==> src/hdl/sha_pkg.sv <==
// Package with SHA-256 types, constants and round functions.
`default_nettype none
package sha_pkg;

    typedef enum logic [2:0] {
        ST_IDLE,
        ST_LOAD,
        ST_ROUND,
        ST_FOLD,
        ST_PAD,
        ST_OUT
    } ctrl_state_t;

    typedef logic [31:0] word_t;

    localparam logic [7:0] PAD_BYTE = 8'h80;

    localparam word_t INIT_WORDS [8] = '{
        32'h6a09e667, 32'hbb67ae85, 32'h3c6ef372, 32'ha54ff53a,
        32'h510e527f, 32'h9b05688c, 32'h1f83d9ab, 32'h5be0cd19
    };

    localparam word_t ROUND_K [64] = '{
        32'h428a2f98, 32'h71374491, 32'hb5c0fbcf, 32'he9b5dba5,
        32'h3956c25b, 32'h59f111f1, 32'h923f82a4, 32'hab1c5ed5,
        32'hd807aa98, 32'h12835b01, 32'h243185be, 32'h550c7dc3,
        32'h72be5d74, 32'h80deb1fe, 32'h9bdc06a7, 32'hc19bf174,
        32'he49b69c1, 32'hefbe4786, 32'h0fc19dc6, 32'h240ca1cc,
        32'h2de92c6f, 32'h4a7484aa, 32'h5cb0a9dc, 32'h76f988da,
        32'h983e5152, 32'ha831c66d, 32'hb00327c8, 32'hbf597fc7,
        32'hc6e00bf3, 32'hd5a79147, 32'h06ca6351, 32'h14292967,
        32'h27b70a85, 32'h2e1b2138, 32'h4d2c6dfc, 32'h53380d13,
        32'h650a7354, 32'h766a0abb, 32'h81c2c92e, 32'h92722c85,
        32'ha2bfe8a1, 32'ha81a664b, 32'hc24b8b70, 32'hc76c51a3,
        32'hd192e819, 32'hd6990624, 32'hf40e3585, 32'h106aa070,
        32'h19a4c116, 32'h1e376c08, 32'h2748774c, 32'h34b0bcb5,
        32'h391c0cb3, 32'h4ed8aa4a, 32'h5b9cca4f, 32'h682e6ff3,
        32'h748f82ee, 32'h78a5636f, 32'h84c87814, 32'h8cc70208,
        32'h90befffa, 32'ha4506ceb, 32'hbef9a3f7, 32'hc67178f2
    };

    function automatic word_t rotr(input word_t x, input int n);
        rotr = (x >> n) | (x << (32 - n));
    endfunction

endpackage
`default_nettype wire

==> src/hdl/sha_round.sv <==
// One SHA-256 round with its message schedule step, shared by all 64 rounds.
`default_nettype none
module sha_round
    import sha_pkg::*;
(
    input  wire logic [5:0] round_idx,
    input  wire word_t      work_in [8],
    input  wire word_t      sched_in [16],
    output word_t           work_out [8],
    output word_t           sched_out [16]
);
    word_t w, w15, w2, sig0, sig1, s1, ch, s0, maj, t1, t2;
    always_comb begin
        w15  = sched_in[1];
        w2   = sched_in[14];
        sig0 = rotr(w15, 7) ^ rotr(w15, 18) ^ (w15 >> 3);
        sig1 = rotr(w2, 17) ^ rotr(w2, 19) ^ (w2 >> 10);
        // The window always holds the current word at index 0.
        w    = sched_in[0];
        for (int i = 0; i < 15; i++) begin
            sched_out[i] = sched_in[i + 1];
        end
        sched_out[15] = sched_in[0] + sig0 + sched_in[9] + sig1;
        s1  = rotr(work_in[4], 6) ^ rotr(work_in[4], 11) ^ rotr(work_in[4], 25);
        ch  = (work_in[4] & work_in[5]) ^ (~work_in[4] & work_in[6]);
        t1  = work_in[7] + s1 + ch + ROUND_K[round_idx] + w;
        s0  = rotr(work_in[0], 2) ^ rotr(work_in[0], 13) ^ rotr(work_in[0], 22);
        maj = (work_in[0] & work_in[1]) ^ (work_in[0] & work_in[2])
            ^ (work_in[1] & work_in[2]);
        t2  = s0 + maj;
        work_out[7] = work_in[6];
        work_out[6] = work_in[5];
        work_out[5] = work_in[4];
        work_out[4] = work_in[3] + t1;
        work_out[3] = work_in[2];
        work_out[2] = work_in[1];
        work_out[1] = work_in[0];
        work_out[0] = t1 + t2;
    end
endmodule
`default_nettype wire

==> src/hdl/sha256_message_digest.sv <==
// Top level of the byte-serial SHA-256 message digest.
// An ordinary byte is only written into the block buffer; the byte that fills a block
// also starts a compression (one load, 64 rounds on the shared round unit, one fold).
// End of message adds the padding bytes and one or two compressed blocks,
// then the digest waits in output registers until the request is taken.
// Synchronous active-low reset loads the initial hash words and clears counts.
`default_nettype none
module sha256_message_digest
    import sha_pkg::*;
(
    input  wire logic        aclk,
    input  wire logic        aresetn,
    input  wire logic        s_valid,
    output logic             s_ready,
    input  wire logic [7:0]  s_data_byte,
    input  wire logic        s_has_byte,
    input  wire logic        s_end_of_message,
    output logic             m_valid,
    input  wire logic        m_ready,
    output logic [63:0]      m_digest_part0,
    output logic [63:0]      m_digest_part1,
    output logic [63:0]      m_digest_part2,
    output logic [63:0]      m_digest_part3
);
    ctrl_state_t state_reg, state_next;

    // Block buffer is kept as sixteen big-endian words, filled a byte at a time.
    word_t       buf_reg [16];
    word_t       chain_reg [8];
    word_t       work_reg [8];
    word_t       sched_reg [16];
    word_t       work_rnd [8];
    word_t       sched_rnd [16];
    logic [28:0] count_reg;
    logic [5:0]  round_reg;
    logic [5:0]  pad_pos_reg;
    logic        final_reg;   // the block being compressed carries the length
    logic        padding_reg; // inside the end-of-message sequence

    sha_round u_round (
        .round_idx (round_reg),
        .work_in   (work_reg),
        .sched_in  (sched_reg),
        .work_out  (work_rnd),
        .sched_out (sched_rnd)
    );

    logic        accept;
    logic [5:0]  pos;
    logic [28:0] count_inc;
    logic [31:0] bit_len;
    logic [7:0]  pad_byte;
    logic [5:0]  end_pos;
    assign accept    = s_valid && s_ready;
    assign pos       = count_reg[5:0];
    assign count_inc = count_reg + 29'd1;

    // Next-state logic.
    always_comb begin
        state_next = state_reg;
        case (state_reg)
            ST_IDLE: begin
                if (accept) begin
                    if (s_has_byte && pos == 6'd63) begin
                        state_next = ST_LOAD;
                    end else if (s_end_of_message) begin
                        // A pad byte in the last slot leaves nothing to fill.
                        if (end_pos == 6'd63) begin
                            state_next = ST_LOAD;
                        end else begin
                            state_next = ST_PAD;
                        end
                    end
                end
            end
            ST_LOAD:  state_next = ST_ROUND;
            ST_ROUND: begin
                if (round_reg == 6'd63) begin
                    state_next = ST_FOLD;
                end
            end
            ST_FOLD: begin
                if (final_reg) begin
                    state_next = ST_OUT;
                end else if (padding_reg) begin
                    state_next = ST_PAD;
                end else begin
                    state_next = ST_IDLE;
                end
            end
            ST_PAD: begin
                if (pad_pos_reg == 6'd63) begin
                    state_next = ST_LOAD;
                end
            end
            ST_OUT: begin
                if (m_ready) begin
                    state_next = ST_IDLE;
                end
            end
            default: state_next = ST_IDLE;
        endcase
    end

    // Handshake outputs.
    always_comb begin
        s_ready = 1'b0;
        m_valid = 1'b0;
        case (state_reg)
            ST_IDLE: s_ready = 1'b1;
            ST_OUT:  m_valid = 1'b1;
            default: begin
                s_ready = 1'b0;
                m_valid = 1'b0;
            end
        endcase
    end

    assign m_digest_part0 = {chain_reg[0], chain_reg[1]};
    assign m_digest_part1 = {chain_reg[2], chain_reg[3]};
    assign m_digest_part2 = {chain_reg[4], chain_reg[5]};
    assign m_digest_part3 = {chain_reg[6], chain_reg[7]};

    // Byte written during padding: the pad byte first, zeros, then the length.
    always_comb begin
        bit_len = {count_reg, 3'b000};
        pad_byte = 8'h00;
        if (final_reg) begin
            case (pad_pos_reg)
                // When the message filled its last block exactly, the pad
                // byte opens the length block.
                6'd0:    pad_byte = (pos == 6'd0) ? PAD_BYTE : 8'h00;
                6'd60:   pad_byte = bit_len[31:24];
                6'd61:   pad_byte = bit_len[23:16];
                6'd62:   pad_byte = bit_len[15:8];
                6'd63:   pad_byte = bit_len[7:0];
                default: pad_byte = 8'h00;
            endcase
        end
        end_pos = s_has_byte ? count_inc[5:0] : pos;
    end

    always_ff @(posedge aclk) begin
        if (!aresetn) begin
            state_reg   <= ST_IDLE;
            count_reg   <= '0;
            round_reg   <= '0;
            pad_pos_reg <= '0;
            final_reg   <= 1'b0;
            padding_reg <= 1'b0;
            chain_reg   <= INIT_WORDS;
        end else begin
            state_reg <= state_next;
            case (state_reg)
                ST_IDLE: begin
                    if (accept) begin
                        if (s_has_byte) begin
                            buf_reg[pos[5:2]][8*(3-pos[1:0]) +: 8] <= s_data_byte;
                            count_reg <= count_inc;
                        end
                        if (s_end_of_message) begin
                            padding_reg <= 1'b1;
                            // After a full block the pad byte goes into the next one.
                            if (!(s_has_byte && pos == 6'd63)) begin
                                buf_reg[end_pos[5:2]][8*(3-end_pos[1:0]) +: 8] <= PAD_BYTE;
                                pad_pos_reg <= end_pos + 6'd1;
                                final_reg   <= (end_pos < 6'd56);
                            end else begin
                                pad_pos_reg <= 6'd0;
                                final_reg   <= 1'b0;
                            end
                        end
                    end
                end
                ST_LOAD: begin
                    work_reg  <= chain_reg;
                    sched_reg <= buf_reg;
                    round_reg <= '0;
                end
                ST_ROUND: begin
                    work_reg  <= work_rnd;
                    sched_reg <= sched_rnd;
                    round_reg <= round_reg + 6'd1;
                end
                ST_FOLD: begin
                    for (int i = 0; i < 8; i++) begin
                        chain_reg[i] <= chain_reg[i] + work_reg[i];
                    end
                    // The next padding block is the one that carries the length.
                    if (padding_reg && !final_reg) begin
                        final_reg <= 1'b1;
                    end
                end
                ST_PAD: begin
                    buf_reg[pad_pos_reg[5:2]][8*(3-pad_pos_reg[1:0]) +: 8] <= pad_byte;
                    pad_pos_reg <= pad_pos_reg + 6'd1;
                end
                ST_OUT: begin
                    if (m_ready) begin
                        chain_reg   <= INIT_WORDS;
                        count_reg   <= '0;
                        padding_reg <= 1'b0;
                        final_reg   <= 1'b0;
                    end
                end
                default: ;
            endcase
        end
    end
endmodule
`default_nettype wire
==> config.mk <==
export PLATFORM = sky130hd
export DESIGN_NAME = sha256_message_digest
export DESIGN_NICKNAME = d
export VERILOG_FILES = /design/src/hdl/sha_pkg.sv /design/src/hdl/sha_round.sv /design/src/hdl/sha256_message_digest.sv
export SDC_FILE = /design/constraint.sdc
export NUM_CORES = 2
export LEC_CHECK = 0
export ABC_AREA = 0
export BUFFER_PORTS_ARGS = -buffer_cell sky130_fd_sc_hd__buf_2
export CAP_MARGIN = 5
export CORE_ASPECT_RATIO = 0.75
export CORE_MARGIN = 1
export CORE_UTILIZATION = 44
export CTS_BUF_LIST = sky130_fd_sc_hd__clkbuf_8 sky130_fd_sc_hd__clkbuf_16
export CTS_CLUSTER_DIAMETER = 150
export DETAILED_ROUTE_END_ITERATION = 12
export SYNTH_ARGS = -nofsm -noshare
export SYNTH_HDL_FRONTEND = slang
export SYNTH_SLANG_ARGS = --single-unit
==> constraint.sdc <==
create_clock -name aclk -period 35.4 [get_ports aclk]
set_clock_uncertainty 0.05 [all_clocks]
set_input_delay 1.77 -clock aclk [delete_from_list [all_inputs] [get_ports aclk]]
set_output_delay 1.77 -clock aclk [all_outputs]
set_load 0.1 [all_outputs]
-- Word-level counts from Yosys, hierarchy flattened
Memory sizes are Yosys's and may differ from the RTL's.
Cells that the tools add are included.
- input bits: 14
- word-level logic and storage cells: 228
- output and inout port bits: 258
- register bits after elaboration: 1582
- ROM bits: 2048
- memories: 1
- memory list (name ; depth ; bits a word ; rd ports ; clocked after memory_dff ; wr ports ; RTL line ; RTL):
    (no name shown) ; 64 ; 32 ; 1 ; 0 ; 0 ; sha_round.sv:26 ; t1 = work_in[7] + s1 + ch + ROUND_K[round_idx] + w;
- equal/unequal tests: 20
- muxes and demuxes: 57
- $lt $le $gt $ge: 8
- reduce and logical (&&, ||, !) cells: 23
- shifts and indexed selects: 6
- add/sub/neg operators: 28
- bitwise gates (word level): 31
- operators with widths (operator ; number):
    512-bit two-way mux ; 7
    512-bit one-hot mux with 2 select lines ; 2
    512-bit bitwise mux ; 3
    256-bit one-hot mux with 2 select lines ; 2
    32-bit adder ; 18
    32-bit demux with 4-bit select ; 3
    32-bit bitwise XOR ; 9
    256-bit two-way mux ; 1
    32-bit AND ; 5
    32-bit two-way mux ; 5
    32-bit negation with 34-bit output ; 3
    8-bit by 34-bit variable shift with 32-bit output, first input constant ; 3
    29-bit two-way mux ; 3
    8-bit by 34-bit variable part select with 32-bit output ; 2
    29-bit one-hot mux with 2 select lines ; 1
    6-bit == test, second input constant ; 7
    8-bit one-hot mux with 5 select lines ; 1
    8-bit by 34-bit variable part select with 32-bit output, first input constant ; 1
    32-bit inverter ; 1
    10-bit by 32-bit bitwise OR with 32-bit output ; 1
    13-bit by 32-bit bitwise OR with 32-bit output ; 1
    14-bit by 32-bit bitwise OR with 32-bit output ; 1
    15-bit by 32-bit bitwise OR with 32-bit output ; 1
    19-bit by 32-bit bitwise OR with 32-bit output ; 1
    39 further kinds ; 91

-- Logic depth before layout (Yosys ltp)
- depth after elaboration: 15
- mapped depth: 41
- gate-level depth less buffers: 39

-- Modules after synthesis
From an unflattened synthesis, not the netlist that was laid out.
- cells, all modules: 9840
- area, all modules: 100970.6 um2
- by module, submodules not included (module ; cells each ; sequential area each (um2) ; area each (um2) ; instances):
    sha256_message_digest ; 7113 ; 44482.7 ; 79815.3 ; 1
    sha_round ; 2727 ; 0.0 ; 21155.3 ; 1

-- Worst setup path after synthesis
Ideal clock, no wire load.
- kind: input -> register
- start point: in aresetn
- end point: reg sched_reg[0] (netlist name) (enable)
- data arrival time: 35.946 ns
- required time: 33.351 ns
- library setup time: 1.999 ns
- stages: 4
- path slack: -2.596 ns
- buffers on the path: 3
- path through: clkbuf_1 -> clkbuf_1 -> clkbuf_1 -> nor2b_1
- cells in the longest elaborated chain, start to end: 1
- ends and longest elaborated chain (element ; RTL line ; RTL):
    start: declaration ; sha256_message_digest.sv:12 ; input wire logic aresetn,
    2-bit AND reduction (no source line) ; -- ;
    end signal: assignment ; sha256_message_digest.sv:177 ; sched_reg <= buf_reg;
    end signal: assignment ; sha256_message_digest.sv:182 ; sched_reg <= sched_rnd;
    end: declaration ; sha256_message_digest.sv:31 ; word_t sched_reg [16];
Every way passes these cells.
A chain may end at the register's enable or synchronous reset.

-- Final worst setup path
- start point: reg round_reg[0]
- end point: reg work_reg[255] (netlist name) (data pin)
- cells in the longest elaborated chain, start to end: 8
- ends and longest elaborated chain (element ; RTL line ; RTL):
    start: declaration ; sha256_message_digest.sv:35 ; logic [5:0] round_reg;
    start signal: assignment ; sha256_message_digest.sv:183 ; round_reg <= round_reg + 6'd1;
    6-bit inverter with 7-bit output (not written as such) ; sha_round.sv:26 ;
    memory 64 x 32 bit ; -- ;
    32-bit two-way mux (not written as such) (2 in series) ; sha_round.sv:26 ;
    32-bit adder (2 in series) ; sha_round.sv:26 ;
    32-bit adder ; sha_round.sv:38 ; work_out[0] = t1 + t2;
    256-bit one-hot mux with 2 select lines ; sha256_message_digest.sv:154 ; case (state_reg)
    end signal: assignment ; sha256_message_digest.sv:176 ; work_reg <= chain_reg;
    end signal: assignment ; sha256_message_digest.sv:181 ; work_reg <= work_rnd;
    end: declaration ; sha256_message_digest.sv:30 ; word_t work_reg [8];
Every way passes these cells. The select of a mux whose other input is x is not followed.

==> metrics.yaml <==
die:
  ioPinCount: 272
  dieArea_sq_mm: 0.2203
  rows: 148
  die_y_microns: 406.8
  coreArea_sq_mm: 0.2170
  die_x_microns: 541.7
  initial_core_util_pct: 44.29
worst_setup_path:
  cp_common_cell: "fa_1"
  max_stage_delay_ns: 0.84
  cp_max_fo: 36
  cp.required_ns: 35.93
  cp-end-kind: "flop"
  reg2reg_depth: 38
  setup.worst_path.start_class: "flop"
  critPathKind: "flop to flop"
  cp.arrival_ns: 11.85
  crit_slowest_cell: "nor2_1"
  r2r_slack_ns: 24.08
  worstReg2RegStart: "round_reg[0]"
  r2r-end: "work_reg[255]"
worst_hold_path:
  hp-class: "flop to flop"
  hp-start: "m_digest_part1[62]"
  worstHoldPathCells: 2
  min_to: "m_digest_part1[62]"
clocking:
  cts_hold_buf: 0
  cts_max_level: 4
  post_cts_buffers: 0
  cts_resized: 0
  cts_root_buf: "clkbuf_16"
  cts-buffers-inserted: 178
  clkTransAtPathRegs_ns: 0.06
  clock_sinks: 1582
  clk-insertion-delay-late_ns: 0.90
  cts_tree: "yes"
  clockBufferDepth: 4
finish:
  drive_above_1_share_pct: 6.639
  utilization_pct: 48.63
  syn_to_final_growth_pct: 9.809
  nets: 11280
  final_cells: 13740
sta:
  slew_viol_final: 10
  hold_violations: 0
  period_needed_ns: 11.32
  whs_ns: 0.4384
  worst_slew_pin_slew_ns: 1.627
  min_period_over_period_pct: 31.98
  fmax_mhz: 88.34
  grt_setup_unrepaired: "false"
  fin_setup_tns_ns: 0
  finalSetupViolCount: 0
  slew_headroom_pct: -8.864
logic_synthesis:
  ys_seq_area_share_pct: 46.28
  synth_top_area_cell: "edfxtp_1"
  synth-edff-count: 1280
  syn_nets: 11298
  yosys.cell_types.count: 97
  synthesis.area_sq_mm: 0.09612
  postSynthAreaPerCell_sq_um: 8.997
  synthTopCellsByArea: "edfxtp_1 40%, nand2_1 10%, dfxtp_1 6.3%, ha_1 5.3%, nor2_1 4.6%"
  yosysTopAreaCellShare_pct: 39.99
  async_flop_share_pct: 0
  synth_ff_type: "edfxtp_1"
  synth-seq-cells: 1582
  syn_inst: 10683
  synth_warnings: 0
pwr:
  p_switching_mw: 4.085
  p_int_mw: 5.028
  p_comb_share_pct: 50.0
  powerDensity_mw_per_mm2: 86.34
  vdd_drop_max_uv: 103.1
  p_leak_nw: 41.94
  power_frac_seq_pct: 29.5
  clkPwrFrac_pct: 20.4
  netSwitchingFraction_pct: 44.82
global_route:
  grt_max_degree: 199
  antenna_found_initial: 17
  use_met1_pct: 51.56
  grt.busiest_layer: "met1"
  met3_usage_pct: 10.98
  grt_pass1_vias: 74866
  gr-total-overflow: 0
  grt_pass1_wl_microns: 542100
  grt.met2_usage_pct: 45.24
  grtUsageTotal_pct: 33.86
detailed_routing:
  wire_per_inst_microns: 27.83
  num_vias: 82623
  drcViolationCount: 0
  avgViaCountPerCell: 6.013
  ant_nets: 0
  firstDrtPassIters: 9
  wirelength_microns: 382400
  drt-initial-drc-count: 12041
place:
  numPlacedInstances: 13409
  gp_congestion: 0.9850
  place_hpwl_microns: 276600
  port_buffers: 271
outcome:
  violations: "max-capacitance violations, max-slew violations"
  status: "complete, but fails checks"
flow_run:
  drv_cap: 2
metal layers:
| metal | part of all wire (%) | routed length, microns |
|---|---|---|
| met1 | 45 | 171400 |
| met2 | 39 | 149100 |
| met3 | 13 | 50630 |
| met4 | 2.8 | 10630 |
| met5 | 0.16 | 599 |
cells in the final DEF (no fill, tap or decap), types with 40 or more instances in the layout:
master	instances
nor3_1	91
a21oi_1	846
dfxtp_1	297
ha_1	406
mux2i_1	113
o21a_1	74
clkbuf_16	178
buf_2	270
inv_1	442
and2_1	58
xnor2_1	364
xor2_1	235
o22ai_1	117
o21ai_1	174
nand2_1	2668
nor2b_1	132
buf_4	78
and3_1	44
nand2b_1	58
a31oi_1	45
a211oi_1	40
o21ai_0	375
a22oi_1	62
or3_1	40
a21o_1	204
nor2_1	1180
edfxtp_1	1280
nand3_1	111
fa_1	195
how the worst max path moves through the flow:
stage	cells past startpoint	slack [ns]	end	start
2_1_floorplan	4	12.31	sched_reg[0]	aresetn
3_3_place_gp	38	24.29	work_reg[255]	round_reg[0]
3_5_place_dp	38	24.25	work_reg[255]	round_reg[0]
4_1_cts	38	24.24	work_reg[255]	round_reg[0]
5_1_grt	39	23.81	work_reg[255]	round_reg[0]
6_report	38	24.08	work_reg[255]	round_reg[0]
cell usage after synthesis (all sizes together) (111+ instances only):
cell	number
o21ai	549
nor2	1187
clkbuf	514
ha	406
a21oi	846
xor2	235
xnor2	364
fa	195
nor2b	133
dfxtp	302
inv	415
nand3	111
o22ai	117
edfxtp	1280
mux2i	113
nand2	2673
a21o	204
critical path, delay by kind of cell (launching register included):
| family | cells | cell delay [ns] |
|---|---|---|
| AO/OA/AOI/OAI | 17 | 3.30 |
| XOR/XNOR | 2 | 0.40 |
| adder cells (fa/ha/maj) | 8 | 3.71 |
| buffers and inverters | 6 | 1.27 |
| flip-flops | 1 | 0.31 |
| AND/OR/NAND/NOR | 5 | 1.99 |
power by group through the flow:
| stage | clock (mW) | sequential [mW] | combinational, mW |
|---|---|---|---|
| final | 1.86 | 2.69 | 4.56 |
| after global routing | 1.94 | 2.71 | 4.91 |
| after CTS | 1.87 | 2.68 | 4.42 |
| after detailed placement | 0 | 2.72 | 4.38 |
| after global placement | 0 | 2.71 | 4.35 |
| after floorplan | 0 | 2.73 | 2.96 |
cell families (layout without fill, tap and decap cells):
group / count (synthesis) / after routing / share of synthesized area, %
AND/OR/NAND/NOR: 4505 / 4505 / 19.07
AO/OA/AOI/OAI: 2273 / 2273 / 14.35
flip-flops: 1582 / 1582 / 46.28
buffers and inverters: 972 / 1089 / 3.800
adder cells (fa/ha/maj): 604 / 604 / 9.378
XOR/XNOR: 599 / 599 / 5.458
multiplexers: 148 / 148 / 1.669
other: 0 / 15 / 0
final cells by class:
type / instances / area [sq um]
repair buffers: 357 / 2100
multi-input cells: 8129 / 48090
fillers: 20662 / 111500
well taps: 2925 / 3660
clock inverters: 125 / 980.9
flip-flops and latches: 1582 / 44490
inverters: 417 / 1565
clock buffers: 190 / 4619
diodes: 15 / 37.54
metrics by stage:
stage	setup slack (ns)	cell area, sq um	total power [mW]
final	24.08	105500	9.113
after global routing	23.81	105500	9.561
after CTS	24.24	105500	8.973
after detailed placement	24.25	99900	7.100
after global placement	24.29	99900	7.053
after floorplan	12.31	96120	5.688
Note: power is estimated with default switching activity, not from simulation.
